### config.mk
export PLATFORM = sky130hd
export DESIGN_NAME = opcode_pattern_nop_patcher
export DESIGN_NICKNAME = d
export VERILOG_FILES = /design/src/rtl/opnp_pkg.sv /design/src/rtl/opnp_front.sv /design/src/rtl/opnp_queue.sv /design/src/rtl/opnp_back.sv /design/src/rtl/opcode_pattern_nop_patcher.sv
export SDC_FILE = /design/constraint.sdc
export NUM_CORES = 1
export LEC_CHECK = 0
export BUFFER_PORTS_ARGS = -buffer_cell sky130_fd_sc_hd__buf_2
export CAP_MARGIN = 20
export CORE_UTILIZATION = 30
export CTS_CLUSTER_SIZE = 8
export DETAILED_ROUTE_END_ITERATION = 8
export REMOVE_ABC_BUFFERS = 1
export SLEW_MARGIN = 10
export SYNTH_ARGS = -nofsm -noshare
export SYNTH_HDL_FRONTEND = slang
export SYNTH_SLANG_ARGS = --single-unit
export TNS_END_PERCENT = 100
### constraint.sdc
create_clock -name i_clk -period 5.8 [get_ports i_clk]
set_input_delay 1.16 -clock i_clk [delete_from_list [all_inputs] [get_ports i_clk]]
set_output_delay 1.16 -clock i_clk [all_outputs]
set_load 0.02 [all_outputs]
### src/rtl/opnp_pkg.sv
`default_nettype none
// ----------------------------------------------------------------------------
// opnp_pkg
// Types and constants shared by the opcode pattern NOP patcher modules.
// ----------------------------------------------------------------------------
package opnp_pkg;

    localparam logic [7:0] ByteEsc = 8'h0F;
    localparam logic [7:0] ByteGrp = 8'h01;
    localparam logic [7:0] ByteSet = 8'hCB;
    localparam logic [7:0] ByteClr = 8'hCA;
    localparam logic [7:0] ByteNop = 8'h90;

    localparam int          CntW       = 32;
    localparam logic [CntW-1:0] CntMax = '1;

    // APB: one 32-bit register at byte address 0
    localparam int ApbAddrW = 3;
    localparam int ApbDataW = 32;
    localparam logic REG_PATCH_ENABLE = 1'b0;   // register index, paddr[2]

    localparam int QueueDepthDef = 2;

    typedef struct packed {
        logic [7:0] code_byte;
        logic       region_end;
    } t_in_item;

    typedef struct packed {
        logic [7:0]      out_byte;
        logic            out_last;
        logic [CntW-1:0] set_count;
        logic [CntW-1:0] clear_count;
    } t_out_item;

    // One classified input item: up to three bytes to emit, all with the same counts
    typedef struct packed {
        logic [1:0]      beat_cnt;
        logic [2:0][7:0] bytes;
        logic            last;
        logic [CntW-1:0] set_count;
        logic [CntW-1:0] clear_count;
    } t_entry;

endpackage : opnp_pkg
`default_nettype wire

### src/rtl/opnp_front.sv
`default_nettype none
// ----------------------------------------------------------------------------
// opnp_front
// Accepts code bytes, keeps the two-byte window and the counters, detects the
// 0F 01 CB / 0F 01 CA patterns and pushes one entry per item that emits bytes.
// ----------------------------------------------------------------------------
module opnp_front
    import opnp_pkg::*;
(
    input  wire logic     i_clk,
    input  wire logic     i_rst_n,
    input  wire logic     i_patch_enable,
    input  wire logic     i_valid,
    input  wire t_in_item i_in_data,
    input  wire logic     i_full,
    output logic          o_push,
    output t_entry        o_entry
);

    logic [7:0]      r_win0, r_win1, n_win0, n_win1;
    logic [1:0]      r_fill, n_fill;
    logic [CntW-1:0] r_set, r_clr, n_set, n_clr;

    logic       accept;
    logic       match;
    logic [7:0] b;
    logic       last_in;
    t_entry     entry;

    assign accept  = i_valid && !i_full;
    assign b       = i_in_data.code_byte;
    assign last_in = i_in_data.region_end;

    assign match = i_patch_enable && (r_fill == 2'd2) && (r_win0 == ByteEsc) &&
                   (r_win1 == ByteGrp) && ((b == ByteSet) || (b == ByteClr));

    always_comb begin
        n_win0 = r_win0;
        n_win1 = r_win1;
        n_fill = r_fill;
        n_set  = r_set;
        n_clr  = r_clr;
        entry  = '0;
        if (match) begin
            if (b == ByteSet) begin
                if (r_set != CntMax) n_set = r_set + 1'b1;
            end else begin
                if (r_clr != CntMax) n_clr = r_clr + 1'b1;
            end
            n_fill         = 2'd0;
            entry.beat_cnt = 2'd3;
            entry.bytes    = {ByteNop, ByteNop, ByteNop};
            entry.last     = last_in;
        end else if (r_fill == 2'd2) begin
            // shift out the oldest byte; on region end flush the rest as well
            entry.bytes[0] = r_win0;
            entry.bytes[1] = r_win1;
            entry.bytes[2] = b;
            entry.beat_cnt = last_in ? 2'd3 : 2'd1;
            entry.last     = last_in;
            n_win0         = r_win1;
            n_win1         = b;
        end else if (r_fill == 2'd1) begin
            entry.bytes[0] = r_win0;
            entry.bytes[1] = b;
            entry.beat_cnt = last_in ? 2'd2 : 2'd0;
            entry.last     = last_in;
            n_win1         = b;
            n_fill         = 2'd2;
        end else begin
            entry.bytes[0] = b;
            entry.beat_cnt = last_in ? 2'd1 : 2'd0;
            entry.last     = last_in;
            n_win0         = b;
            n_fill         = 2'd1;
        end
        entry.set_count   = n_set;
        entry.clear_count = n_clr;
        if (last_in) begin
            n_fill = 2'd0;
            n_set  = '0;
            n_clr  = '0;
        end
    end

    assign o_push  = accept && (entry.beat_cnt != 2'd0);
    assign o_entry = entry;

    always_ff @(posedge i_clk) begin
        if (!i_rst_n) begin
            r_fill <= 2'd0;
            r_set  <= '0;
            r_clr  <= '0;
        end else if (accept) begin
            r_fill <= n_fill;
            r_set  <= n_set;
            r_clr  <= n_clr;
        end
    end

    always_ff @(posedge i_clk) begin
        if (accept) begin
            r_win0 <= n_win0;
            r_win1 <= n_win1;
        end
    end

endmodule : opnp_front
`default_nettype wire

### src/rtl/opnp_queue.sv
`default_nettype none
// ----------------------------------------------------------------------------
// opnp_queue
// Small FIFO of classified entries between the front and the back.
// ----------------------------------------------------------------------------
module opnp_queue
    import opnp_pkg::*;
#(
    parameter int Depth = QueueDepthDef
) (
    input  wire logic   i_clk,
    input  wire logic   i_rst_n,
    input  wire logic   i_push,
    input  wire t_entry i_entry,
    input  wire logic   i_pop,
    output logic        o_full,
    output logic        o_valid,
    output t_entry      o_entry
);

    localparam int PtrW = (Depth > 1) ? $clog2(Depth) : 1;
    localparam int CntQW = $clog2(Depth + 1);

    t_entry             r_mem [Depth];
    logic [PtrW-1:0]    r_wr_ptr, r_rd_ptr;
    logic [CntQW-1:0]   r_cnt;
    logic               do_push, do_pop;

    assign o_full  = (r_cnt == CntQW'(Depth));
    assign o_valid = (r_cnt != '0);
    assign o_entry = r_mem[r_rd_ptr];
    assign do_push = i_push && !o_full;
    assign do_pop  = i_pop && o_valid;

    always_ff @(posedge i_clk) begin
        if (!i_rst_n) begin
            r_wr_ptr <= '0;
            r_rd_ptr <= '0;
            r_cnt    <= '0;
        end else begin
            if (do_push) begin
                r_wr_ptr <= (r_wr_ptr == PtrW'(Depth - 1)) ? '0 : r_wr_ptr + 1'b1;
            end
            if (do_pop) begin
                r_rd_ptr <= (r_rd_ptr == PtrW'(Depth - 1)) ? '0 : r_rd_ptr + 1'b1;
            end
            if (do_push && !do_pop) begin
                r_cnt <= r_cnt + 1'b1;
            end else if (do_pop && !do_push) begin
                r_cnt <= r_cnt - 1'b1;
            end
        end
    end

    always_ff @(posedge i_clk) begin
        if (do_push) begin
            r_mem[r_wr_ptr] <= i_entry;
        end
    end

endmodule : opnp_queue
`default_nettype wire

### src/rtl/opnp_back.sv
`default_nettype none
// ----------------------------------------------------------------------------
// opnp_back
// Splits each queued entry into output beats, one per cycle unless the held
// output beat is stalled, into the output register.
// ----------------------------------------------------------------------------
module opnp_back
    import opnp_pkg::*;
(
    input  wire logic   i_clk,
    input  wire logic   i_rst_n,
    input  wire logic   i_valid,
    input  wire t_entry i_entry,
    output logic        o_pop,
    output logic        o_valid,
    input  wire logic   i_stall,
    output t_out_item   o_out_data
);

    logic [1:0] r_idx;
    logic       r_out_valid;
    t_out_item  r_out;
    logic       load;
    logic       final_beat;

    assign load       = i_valid && (!r_out_valid || !i_stall);
    assign final_beat = (r_idx == (i_entry.beat_cnt - 2'd1));
    assign o_pop      = load && final_beat;
    assign o_valid    = r_out_valid;
    assign o_out_data = r_out;

    always_ff @(posedge i_clk) begin
        if (!i_rst_n) begin
            r_idx       <= 2'd0;
            r_out_valid <= 1'b0;
        end else begin
            if (load) begin
                r_out_valid <= 1'b1;
                r_idx       <= final_beat ? 2'd0 : r_idx + 2'd1;
            end else if (!i_stall) begin
                r_out_valid <= 1'b0;
            end
        end
    end

    always_ff @(posedge i_clk) begin
        if (load) begin
            r_out.out_byte    <= i_entry.bytes[r_idx];
            r_out.out_last    <= i_entry.last && final_beat;
            r_out.set_count   <= i_entry.set_count;
            r_out.clear_count <= i_entry.clear_count;
        end
    end

endmodule : opnp_back
`default_nettype wire

### src/rtl/opcode_pattern_nop_patcher.sv
`default_nettype none
// ----------------------------------------------------------------------------
// opcode_pattern_nop_patcher
// Copies a code byte stream, replacing 0F 01 CB / 0F 01 CA with 90 90 90.
// ----------------------------------------------------------------------------
// Takes one code byte per cycle while o_stall is low and gives one output beat
// per cycle while i_stall is low. A byte is held in a two-byte window before it
// goes out, so output trails input by two bytes; a matched pattern or a region
// end emits up to three beats for one input byte, which go out one at a time.
// A QueueDepth-entry queue between the classifier and the beat serializer
// absorbs such bursts; input stalls only once that queue is full. With
// patch_enable = 0 bytes pass through unchanged. Counts on each beat are the
// region's totals so far and restart at zero after a beat marked out_last.
// ----------------------------------------------------------------------------
module opcode_pattern_nop_patcher
    import opnp_pkg::*;
#(
    parameter int QueueDepth = QueueDepthDef
) (
    input  wire logic                i_clk,
    input  wire logic                i_rst_n,
    input  wire logic                i_valid,
    output logic                     o_stall,
    input  wire t_in_item            i_in_data,
    output logic                     o_valid,
    input  wire logic                i_stall,
    output t_out_item                o_out_data,
    input  wire logic                psel,
    input  wire logic                penable,
    input  wire logic                pwrite,
    input  wire logic [ApbAddrW-1:0] paddr,
    input  wire logic [ApbDataW-1:0] pwdata,
    output logic      [ApbDataW-1:0] prdata,
    output logic                     pready
);

    logic   r_patch_enable;
    logic   cfg_hit;
    logic   q_full, q_valid, q_push, q_pop;
    t_entry push_entry, head_entry;

    assign pready  = 1'b1;
    assign cfg_hit = (paddr[2] == REG_PATCH_ENABLE) && (paddr[1:0] == 2'b00);
    assign prdata  = cfg_hit ? {{(ApbDataW-1){1'b0}}, r_patch_enable} : '0;

    always_ff @(posedge i_clk) begin
        if (!i_rst_n) begin
            r_patch_enable <= 1'b0;
        end else if (psel && penable && pwrite && pready && cfg_hit) begin
            r_patch_enable <= pwdata[0];
        end
    end

    assign o_stall = q_full;

    opnp_front u_front (
        .i_clk          (i_clk),
        .i_rst_n        (i_rst_n),
        .i_patch_enable (r_patch_enable),
        .i_valid        (i_valid),
        .i_in_data      (i_in_data),
        .i_full         (q_full),
        .o_push         (q_push),
        .o_entry        (push_entry)
    );

    opnp_queue #(
        .Depth (QueueDepth)
    ) u_queue (
        .i_clk   (i_clk),
        .i_rst_n (i_rst_n),
        .i_push  (q_push),
        .i_entry (push_entry),
        .i_pop   (q_pop),
        .o_full  (q_full),
        .o_valid (q_valid),
        .o_entry (head_entry)
    );

    opnp_back u_back (
        .i_clk      (i_clk),
        .i_rst_n    (i_rst_n),
        .i_valid    (q_valid),
        .i_entry    (head_entry),
        .o_pop      (q_pop),
        .o_valid    (o_valid),
        .i_stall    (i_stall),
        .o_out_data (o_out_data)
    );

endmodule : opcode_pattern_nop_patcher
`default_nettype wire

==> results of run 1 <==
==> synth_stat cells, types with 28 or more instances <==
library cell	number	area share
xnor2_1	44	0.025
o21ai_0	44	0.015
buf_4	32	0.016
inv_1	32	0.0079
a21oi_1	33	0.011
nand4_1	28	0.012
edfxtp_1	271	0.54
nand3_1	56	0.018
nand2_1	85	0.021
dfxtp_1	75	0.099
a31oi_1	33	0.014
nor2_1	75	0.019
mux2_2	71	0.053
clkbuf_1	53	0.013
==> power by group through the flow <==
stage,clock (W),sequential (W),combinational (W)
2_1_floorplan,0,0.00379,0.000575
3_3_place_gp,0,0.00343,0.00146
3_5_place_dp,0,0.00344,0.00147
4_1_cts,0.00271,0.00339,0.00148
5_1_grt,0.00282,0.00343,0.00157
6_report,0.00264,0.00337,0.00144
==> layout make-up <==
type                       instances  area share
antenna                            1    0.000141
clock buffer                      88      0.0775
clock inverter                     4     0.00410
inverter                          32     0.00685
multi-input combinational        749       0.284
sequential                       346       0.545
tap                              672      0.0475
timing repair buffer             114      0.0356
==> metrics by stage <==
stage / utilization / worst slack [ns] / hold slack [ns] / total power (W)
floorplan: - / -0.0679 / 0.448 / 0.00437
global placement: 0.325 / 1.43 / 0.464 / 0.00489
detailed placement: 0.325 / 1.42 / 0.471 / 0.00491
CTS: 0.354 / 1.98 / 0.483 / 0.00759
global route: 0.354 / 1.79 / 0.505 / 0.00782
finish: 0.354 / 1.92 / 0.483 / 0.00746
==> per-layer routing <==
metal,global-route usage,part of all wire,up-vias
met5,0,0,-
met4,0.0475,0.022,0
met3,0.0317,0.064,66
met2,0.229,0.48,324
met1,0.174,0.43,4816
li1,-,-,4658
==> state kept, by name, summed over array words and instances (netlist names), named ones only <==
register / count
u_front.r_fill: 2
u_front.r_set: 32
r_patch_enable: 1
u_queue.r_mem: 182
u_back.r_idx: 2
u_front.r_clr: 32
u_queue.r_cnt: 2
u_queue.r_wr_ptr: 1
u_front.r_win1: 8
u_queue.r_rd_ptr: 1
u_back.o_valid: 1
u_back.o_out_data: 73
u_front.r_win0: 8
==> kinds of logic (layout without fill, tap and decap cells) <==
family,count (synthesis),count (layout),synth area share
and+or+nand+nor,366,366,0.126
AOI/OAI and AO/OA,183,183,0.0779
muxes,96,96,0.0758
other,2,33,0.000495
buffers and inverters,135,238,0.0417
adders and majority gates,5,5,0.00413
DFF,346,346,0.636
xor gates and xnor gates,67,67,0.0387
==> how the worst min path moves through the flow <==
stage / to / slack [ns] / cells past startpoint
after CTS: u_front.r_clr[22]$_SDFFE_PN0P_ / 0.48 / 1
after global routing: u_front.r_set[6]$_SDFFE_PN0P_ / 0.50 / 1
after global placement: u_front.r_clr[16]$_SDFFE_PN0P_ / 0.46 / 1
final: u_front.r_clr[22]$_SDFFE_PN0P_ / 0.48 / 1
after detailed placement: u_front.r_clr[22]$_SDFFE_PN0P_ / 0.47 / 1
after floorplan: u_front.r_clr[16]$_SDFFE_PN0P_ / 0.45 / 1
==> flow_summary.yaml, run 1 <==
clocking:
  path_clk_slew_ns: 0.05
  cts_root_buf: "clkbuf_16"
  tritoncts: "done"
  cts_setup_buffers: 0
  htreeDepth: 2
  cts.sinks: 346
  clockBufferDepth: 3
  cts_buffers: 49
  postCtsResizedCells: 0
  ctsHoldBuffers: 0
  clock_latency_ns: 0.57
sta:
  timing.final.crit_period_ns: 3.88
  fin_crit_sh: 0.669
  hold_viol_final: 0
  worstMarginPinSlew_ns: 1.10
  fmax_ghz: 0.258
  slew_viol_final: 0
  fin_tns_setup_ns: 0
  setup_violations: 0
  fin_skew_ns: 0.0267
  slew_headroom: 0.262
  rsz0062_at_grt: "no"
worst_setup_path:
  start_kind: "input port"
  r2r_slack_ns: 2.53
  slowest_stage: "inv_1"
  crit_start: "i_in_data[0]"
  critical_path.top_delay_family: "simple AND/OR/NAND/NOR gates"
  path_max_fanout: 27
  path_buf_inv: 2
  worst_path_largest_cell_delay_ns: 0.87
  rr_startpoint: "u_front.r_win0[4]$_DFFE_PP_"
  cp.arrival_ns: 4.34
  cp.depth: 6
  cp-end-kind: "flip-flop"
  r2r_cells: 6
  path_cells: "buf_2, inv_1, and3_1, nand2_1, or4_1, o211ai_1"
  criticalPathCategory: "in -> reg"
  crit_end: "u_front.r_set[22]$_SDFFE_PN0P_"
  r2r-end: "u_front.r_set[13]$_SDFFE_PN0P_"
  critical_path_required_ns: 6.26
drt:
  detail-route-antenna-nets: 0
  firstDrtPassIters: 5
  viasPerCell: 4.92
  totalWireLength_um: 35000
  wl_per_cell_um: 17.5
  via_count: 9864
  drtIter0Drc: 722
  drc_errors: 0
power:
  internal_power_w: 0.00527
  p_clk_frac: 0.355
  sw_frac_of_total: 0.293
  powerDensity_nw_per_um2: 421
  seqPwrFrac: 0.453
  comb_power_share: 0.193
  switchingPower_w: 0.00218
  p_leak_nw: 6.06
  vdd.ir_drop.worst_mv: 0.231
global_route:
  grt_util_all_layers: 0.138
  grt_pass1_wl_um: 54800
  overflow: 0
  grt_max_degree: 61
  grt_pass1_vias: 9750
  antenna_found_initial: 1
layout:
  nets: 1348
  final_cell_mix: "edfxtp_1 (271), buf_2 (95), nand2_1 (84), dfxtp_1 (74), nor2_1 (72)"
  final_layout_size_suffix_gt1_frac: 0.197
  register_area_um2: 9640
  layout.cells.most_common: "edfxtp_1"
  fill_cells: 4868
  postLayoutCellArea_um2: 17700
  layout.cells.non_filler: 2006
  area.growth.synth_to_final_pct: 16.8
  multi_input_area_um2: 5030
yosys:
  synth.yosys.seq_area_share: 0.636
  ys_async_sr_fraction: 0
  netlist_area_um2: 15200
  syn-instance-count: 1200
  synth.avg_cell_area_um2: 12.6
  ys_types: 64
  yosys_warnings: 0
  ys.flop_type: "edfxtp_1"
  synth_edf_count: 271
  ys_ff_latch: 346
place:
  placement.io_buffers: 95
  globalplace.congestion: 0.924
  placed_area_um2: 16300
  dp_cells: 1913
  place_hpwl_um: 22100
die:
  die_w_um: 227
  ios: 159
  core_um2: 50000
  initial_core_util: 0.304
  die_h_um: 227
  die_area_um2: 51500
  rows: 82
status:
  status: "finished clean"
run:
  cap_violations: 0
hold_path:
  hold_path.class: "reg -> reg"
  hold_start: "u_front.r_clr[22]$_SDFFE_PN0P_"
Power figures use the tool's default switching activity.
==> run 2: changes to the inputs <==
--- a/config.mk
+++ b/config.mk
@@ -5,6 +5,7 @@
 export SDC_FILE = /design/constraint.sdc
 export NUM_CORES = 1
 export LEC_CHECK = 0
+export ABC_AREA = 1
 export BUFFER_PORTS_ARGS = -buffer_cell sky130_fd_sc_hd__buf_2
 export CAP_MARGIN = 20
 export CORE_UTILIZATION = 30
==> constraint.sdc (replaced) <==
create_clock -name i_clk -period 3.5 [get_ports i_clk]
set_input_delay 0.7 -clock i_clk [delete_from_list [all_inputs] [get_ports i_clk]]
set_output_delay 0.7 -clock i_clk [all_outputs]
set_load 0.02 [all_outputs]
==> run 2 against run 1 <==
Compared with the run above:
- the flow now finishes with violations (design-rule violations)
- hold slack worse by 0.14 ns
- global-route usage up 0.85 points
- sequential cell count unchanged
- total power up 76%
- critical path type is now reg -> reg
- largest power group unchanged
==> flow_summary.yaml, run 2 <==
global_route:
  grt_use_met1: 0.195
  grt_pass1_wl_um: 62700
  grt_util_all_layers: 0.146
  grt_max_degree: 92
  busiest_layer: "met2"
  grt_pass1_vias: 11600
  overflow: 0
  grt_use_met3: 0.0277
  grt_util_met2: 0.238
  antenna_found_initial: 0
yosys:
  ys_ff_latch: 346
  synth.most_common_cell: "nand2_1"
  synth.yosys.seq_area_share: 0.596
  ys_async_sr_fraction: 0
  synthTopCellsByCount: "nand2_1 (575), edfxtp_1 (271), nor2_1 (164), nand3_1 (127), inv_1 (122)"
  synthTopCellsByArea: "edfxtp_1 (50%), nand2_1 (13%), dfxtp_1 (9.3%)"
  synth-compound-area-share: 0.0543
  netlist_area_um2: 16200
  synth-xor-area-share: 0.00650
  ys.flop_type: "edfxtp_1"
  synth_edf_count: 271
  ys_types: 45
  synth_top_family_by_area: "simple AND/OR/NAND/NOR gates"
  synth_top_cell_area_share: 0.503
  synth_top_area_cell: "edfxtp_1"
  yosys.area_share.simple: 0.273
  synth.avg_cell_area_um2: 9.15
  syn-instance-count: 1768
  synth_fa_ha_area_frac: 0.00387
  muxShareOfSynthArea: 0.000619
  yosys_warnings: 0
layout:
  layout.cells.non_filler: 2590
  final_cell_mix: "nand2_1 (575), edfxtp_1 (271), nor2_1 (161), nand3_1 (127), inv_1 (121)"
  diodes: 0
  largest_register_ff_count: 182
  postLayoutCellArea_um2: 18700
  final_util: 0.353
  final_layout_size_suffix_gt1_frac: 0.115
  layout.cells.most_common: "nand2_1"
  area.growth.synth_to_final_pct: 15.5
  nets: 1917
  largest_register: "u_queue.r_mem"
hold_path:
  hold_depth: 1
  hold_path.class: "in -> reg"
drt:
  firstDrtPassIters: 8
  via_count: 12200
  viasPerCell: 4.69
  detail-route-antenna-nets: 0
  wl_per_cell_um: 15.3
  totalWireLength_um: 39600
  drtIter0Drc: 863
  drc_errors: 10
place:
  globalplace.congestion: 0.898
  dp_cells: 2498
  placement.io_buffers: 95
  placed_area_um2: 17300
  place_hpwl_um: 25200
sta:
  fin_tns_setup_ns: 0
  fin_hold_ws_ns: 0.342
  fmax_ghz: 0.400
  slew_headroom: 0.288
  fin_skew_ns: 0.0347
  rsz0062_at_grt: "no"
  hold_viol_final: 0
  slew_viol_final: 0
  setup_violations: 0
  fin_crit_sh: 0.715
  worstMarginPinSlew_ns: 1.07
  timing.final.crit_period_ns: 2.50
clocking:
  cts_setup_buffers: 0
  ctsHoldBuffers: 0
  path_clk_slew_ns: 0.06
  cts_root_buf: "clkbuf_16"
  clockBufferDepth: 3
  htreeDepth: 2
  tritoncts: "done"
  clock_latency_ns: 0.59
  cts.sinks: 346
  cts_buffers: 49
  postCtsResizedCells: 0
worst_setup_path:
  critical_path_required_ns: 3.82
  criticalPathCategory: "reg -> reg"
  start_kind: "flip-flop"
  path_max_fanout: 45
  cp.arrival_ns: 2.82
  r2r_cells: 8
  cp-end-kind: "flip-flop"
power:
  powerDensity_nw_per_um2: 704
  p_leak_nw: 6.90
  vdd.ir_drop.worst_mv: 0.488
status:
  status: "finished with violations"
  violations: "design-rule violations"
die:
  initial_core_util: 0.306
  core_um2: 52900
  die_h_um: 234
  die_area_um2: 54900
  ios: 159
  rows: 84
  die_w_um: 234
run:
  cap_violations: 0
==> run 2: cell types whose count changed after synthesis, moves of 22 or more <==
cell / change
nand3_1: +71
a31oi_1: -33
and2_1: +22
inv_1: +90
nor2_1: +89
nand2_1: +490
nand4_1: +31
xnor2_1: -38
mux2_2: -71
a21oi_1: +45
==> run 2: layout make-up <==
cell class	instances	area [µm²]
Sequential cell	346	9640
Tap cell	688	861
Multi-Input combinational cell	1221	5620
Clock inverter	4	46.3
Clock buffer	88	1370
Inverter	128	482
Timing Repair Buffer	115	663
Fill cell	5417	34200
==> run 2: final timing paths <==
check,startpoint,end,slack [ns]
hold reg to reg,u_back.o_valid$_SDFFE_PN0P_,u_back.o_valid$_SDFFE_PN0P_,0.50
setup / recovery,u_front.r_set[0]$_SDFFE_PN0P_,u_queue.r_mem[1][39]$_DFFE_PP_,1.0
hold / removal,i_in_data[5],u_front.r_win1[4]$_DFFE_PP_,0.34
setup reg to reg,u_front.r_set[0]$_SDFFE_PN0P_,u_queue.r_mem[1][39]$_DFFE_PP_,1.0
==> run 2: kinds of logic (layout without fill, tap and decap cells) <==
| logic type | count (synthesis) | in the layout |
|---|---|---|
| AO/OA/AOI/OAI | 159 | 159 |
| XOR/XNOR | 12 | 12 |
| adder cells (fa/ha/maj) | 5 | 5 |
| buffers and inverters | 231 | 335 |
| flip-flops | 346 | 346 |
| multiplexers | 1 | 1 |
| other | 2 | 32 |
| AND/OR/NAND/NOR | 1012 | 1012 |
==> run 2: power by group <==
group          leakage, nW  internal [W]  switching [W]  total, W
clock                0.672       0.00263        0.00175   0.00438
combinational         3.12      0.000733        0.00222   0.00295
sequential            3.11       0.00556       0.000263   0.00582
==> run 2: worst max-delay path: stages, from the launching register on <==
cell	delay (ns)
dfxtp_1	0.45
ha_1	0.32
inv_1	0.08
nor2_2	0.21
nand2_2	0.11
nor2_4	0.16
nand3b_4	0.40
a21o_1	0.32
and2_1	0.18
==> run 2: stage by stage <==
stage	setup WS [ns]	total power, W
6_report	0.997	0.0132
5_1_grt	0.741	0.0139
4_1_cts	0.955	0.0134
3_5_place_dp	0.755	0.00893
3_3_place_gp	0.789	0.00892
2_1_floorplan	-3.08	0.00777
==> run 2: routing by layer <==
metal	share of wire	vias up	wire length [µm]
li1	-	6053	-
met1	0.47	5758	18400
met2	0.46	283	18300
met3	0.049	61	1920
met4	0.024	0	964
met5	0	-	0
==> run 3: changes to the inputs <==
--- a/config.mk
+++ b/config.mk
@@ -5,7 +5,7 @@
 export SDC_FILE = /design/constraint.sdc
 export NUM_CORES = 1
 export LEC_CHECK = 0
-export ABC_AREA = 1
+export ABC_AREA = 0
 export BUFFER_PORTS_ARGS = -buffer_cell sky130_fd_sc_hd__buf_2
 export CAP_MARGIN = 20
 export CORE_UTILIZATION = 30
==> constraint.sdc (replaced) <==
create_clock -name i_clk -period 2.6 [get_ports i_clk]
set_input_delay 0.52 -clock i_clk [delete_from_list [all_inputs] [get_ports i_clk]]
set_output_delay 0.52 -clock i_clk [all_outputs]
set_load 0.02 [all_outputs]
==> run 3 against run 2 <==
Compared with the run above:
- total power up 29%
- register-to-register slack got worse by 1.2 ns
- global-route usage rose by 0.22 points
- clock power increased by 35%
- critical path type unchanged
- die area decreased by 6.2%
- the flow finishes with violations (negative setup slack)
- fmax is 10% lower
==> flow_summary.yaml, run 3 (synthesized netlist as in run 1, its figures left out) <==
die:
  rows: 82
  initial_core_util: 0.304
  die_h_um: 227
  ios: 159
  core_um2: 50000
  die_area_um2: 51500
  die_w_um: 227
worst_setup_path:
  cp-end-kind: "flip-flop"
  critical_path.top_delay_family: "simple AND/OR/NAND/NOR gates"
  start_kind: "flip-flop"
  slowest_stage: "or4_4"
  criticalPathCategory: "reg -> reg"
  crit_start: "u_front.r_win0[5]$_DFFE_PP_"
  r2r_slack_ns: -0.19
  critical_path_required_ns: 3.08
  worst_path_largest_cell_delay_ns: 0.58
  path_cells: "buf_4, nand4bb_4, or4_4, buf_6, nor4_4, buf_6, buf_4, nand2_4, or4_4, a31oi_1"
  path_buf_inv: 4
  rr_startpoint: "u_front.r_win0[5]$_DFFE_PP_"
  cp.arrival_ns: 3.27
  path_max_fanout: 5
  r2r-end: "u_front.r_clr[11]$_SDFFE_PN0P_"
  r2r_cells: 10
hold_path:
  hold_depth: 3
  holdPathEnd: "r_patch_enable$_SDFFE_PN0P_"
  hold_start: "pwdata[0]"
  hold_path.class: "in -> reg"
place:
  placed_area_um2: 17400
  dp_cells: 2050
  place_hpwl_um: 24600
  globalplace.congestion: 0.924
  placement.io_buffers: 95
layout:
  largest_register: "u_queue.r_mem"
  final_layout_size_suffix_gt1_frac: 0.371
  area.growth.synth_to_final_pct: 33.9
  layout.cells.most_common: "edfxtp_1"
  nets: 1512
  layout.cells.non_filler: 2168
  largest_register_ff_count: 182
  diodes: 0
  postLayoutCellArea_um2: 20300
  fill_cells: 4648
  final_cell_mix: "edfxtp_1 (271), buf_4 (131), buf_2 (96), dfxtp_1 (74), nand2_1 (73)"
global_route:
  antenna_found_initial: 2
  grt_pass1_vias: 10700
  grt_pass1_wl_um: 59300
  grt_max_degree: 56
  overflow: 0
  grt_util_all_layers: 0.148
drt:
  via_count: 10700
  drc_errors: 0
  viasPerCell: 4.94
  detail-route-antenna-nets: 0
  drtIter0Drc: 661
  firstDrtPassIters: 5
  wl_per_cell_um: 18.0
  totalWireLength_um: 39100
sta:
  setup_violations: 114
  timing.final.crit_period_ns: 2.79
  slew_headroom: 0.402
  slew_viol_final: 0
  worstMarginPinSlew_ns: 0.894
  hold_viol_final: 0
  fin_ws_ns: -0.190
  fmax_ghz: 0.358
  rsz0062_at_grt: "yes"
  fin_skew_ns: 0.0213
  fin_crit_sh: 1.07
power:
  internal_power_w: 0.0119
  p_leak_nw: 7.43
  vdd.ir_drop.worst_mv: 0.508
  p_clk_frac: 0.350
  seqPwrFrac: 0.439
  switchingPower_w: 0.00502
  sw_frac_of_total: 0.296
  comb_power_share: 0.212
  powerDensity_nw_per_um2: 836
clocking:
  ctsHoldBuffers: 0
  clockBufferDepth: 3
  cts.sinks: 346
  clock_latency_ns: 0.57
  cts_buffers: 49
  tritoncts: "done"
  path_clk_slew_ns: 0.05
  cts_root_buf: "clkbuf_16"
  htreeDepth: 2
run:
  cap_violations: 0
status:
  status: "finished with violations"
  violations: "negative setup slack"
[run 3: layout make-up]
cell class              instances  area (µm²)  area share
multi-input cells             749        6090       0.300
clock buffers                  87        1370      0.0674
flip-flops and latches        346        9640       0.475
clock inverters                 4        73.8     0.00364
repair buffers                278        2170       0.107
inverters                      32         121     0.00598
well taps                     672         841      0.0414
[run 3: worst register-to-register path: cells and delay by family, from the launching register on]
| kind | cells | cell delay (ns) |
|---|---|---|
| DFF | 1 | 0.38 |
| and+or+nand+nor | 5 | 1.59 |
| buffers and inverters | 4 | 0.58 |
| AOI/OAI and AO/OA | 1 | 0.15 |
[run 3: metrics by stage]
| stage | TNS [ns] | util | hold WS (ns) | power (W) | setup slack [ns] |
|---|---|---|---|---|---|
| 2_1_floorplan | -683.40 | - | 0.448 | 0.00974 | -3.06 |
| 3_3_place_gp | -66.02 | 0.349 | 0.466 | 0.0112 | -0.589 |
| 3_5_place_dp | -71.58 | 0.349 | 0.477 | 0.0112 | -0.560 |
| 4_1_cts | -3.88 | 0.388 | 0.213 | 0.0172 | -0.170 |
| 5_1_grt | -23.15 | 0.406 | 0.219 | 0.0177 | -0.294 |
| 6_report | -8.13 | 0.406 | 0.223 | 0.0170 | -0.190 |
[run 3: repair_timing]
action,in CTS,in global routing
gates cloned,2,1
buffers inserted,10,17
endpoints found under the setup margin,107,170
pin swaps,39,67
gates resized for setup,93,150
endpoints found under the hold margin,0,0
[run 3: per-layer routing]
| layer | track usage | vias to the layer above | part of all wire |
|---|---|---|---|
| met1 | 0.186 | 5347 | 0.42 |
| met2 | 0.256 | 312 | 0.50 |
| met5 | 0 | - | 0.00033 |
| met3 | 0.0259 | 90 | 0.049 |
| li1 | - | 4963 | - |
| met4 | 0.0510 | 2 | 0.029 |
[run 3: power groups by stage]
stage,Clock [W],Sequential (W),Combinational (W)
2_1_floorplan,0,0.00846,0.00128
3_3_place_gp,0,0.00755,0.00360
3_5_place_dp,0,0.00755,0.00363
4_1_cts,0.00609,0.00747,0.00366
5_1_grt,0.00631,0.00754,0.00388
6_report,0.00593,0.00744,0.00360
[run 3: how the worst max path moves through the flow]
| stage | endpoint | depth (start not counted) |
|---|---|---|
| 5_1_grt | u_front.r_set[7]$_SDFFE_PN0P_ | 9 |
| 4_1_cts | u_front.r_set[7]$_SDFFE_PN0P_ | 9 |
| 6_report | u_front.r_clr[11]$_SDFFE_PN0P_ | 10 |
| 3_3_place_gp | u_queue.r_mem[0][26]$_DFFE_PP_ | 11 |
| 2_1_floorplan | u_queue.r_mem[0][0]$_DFFE_PP_ | 4 |
| 3_5_place_dp | u_queue.r_mem[1][26]$_DFFE_PP_ | 11 |
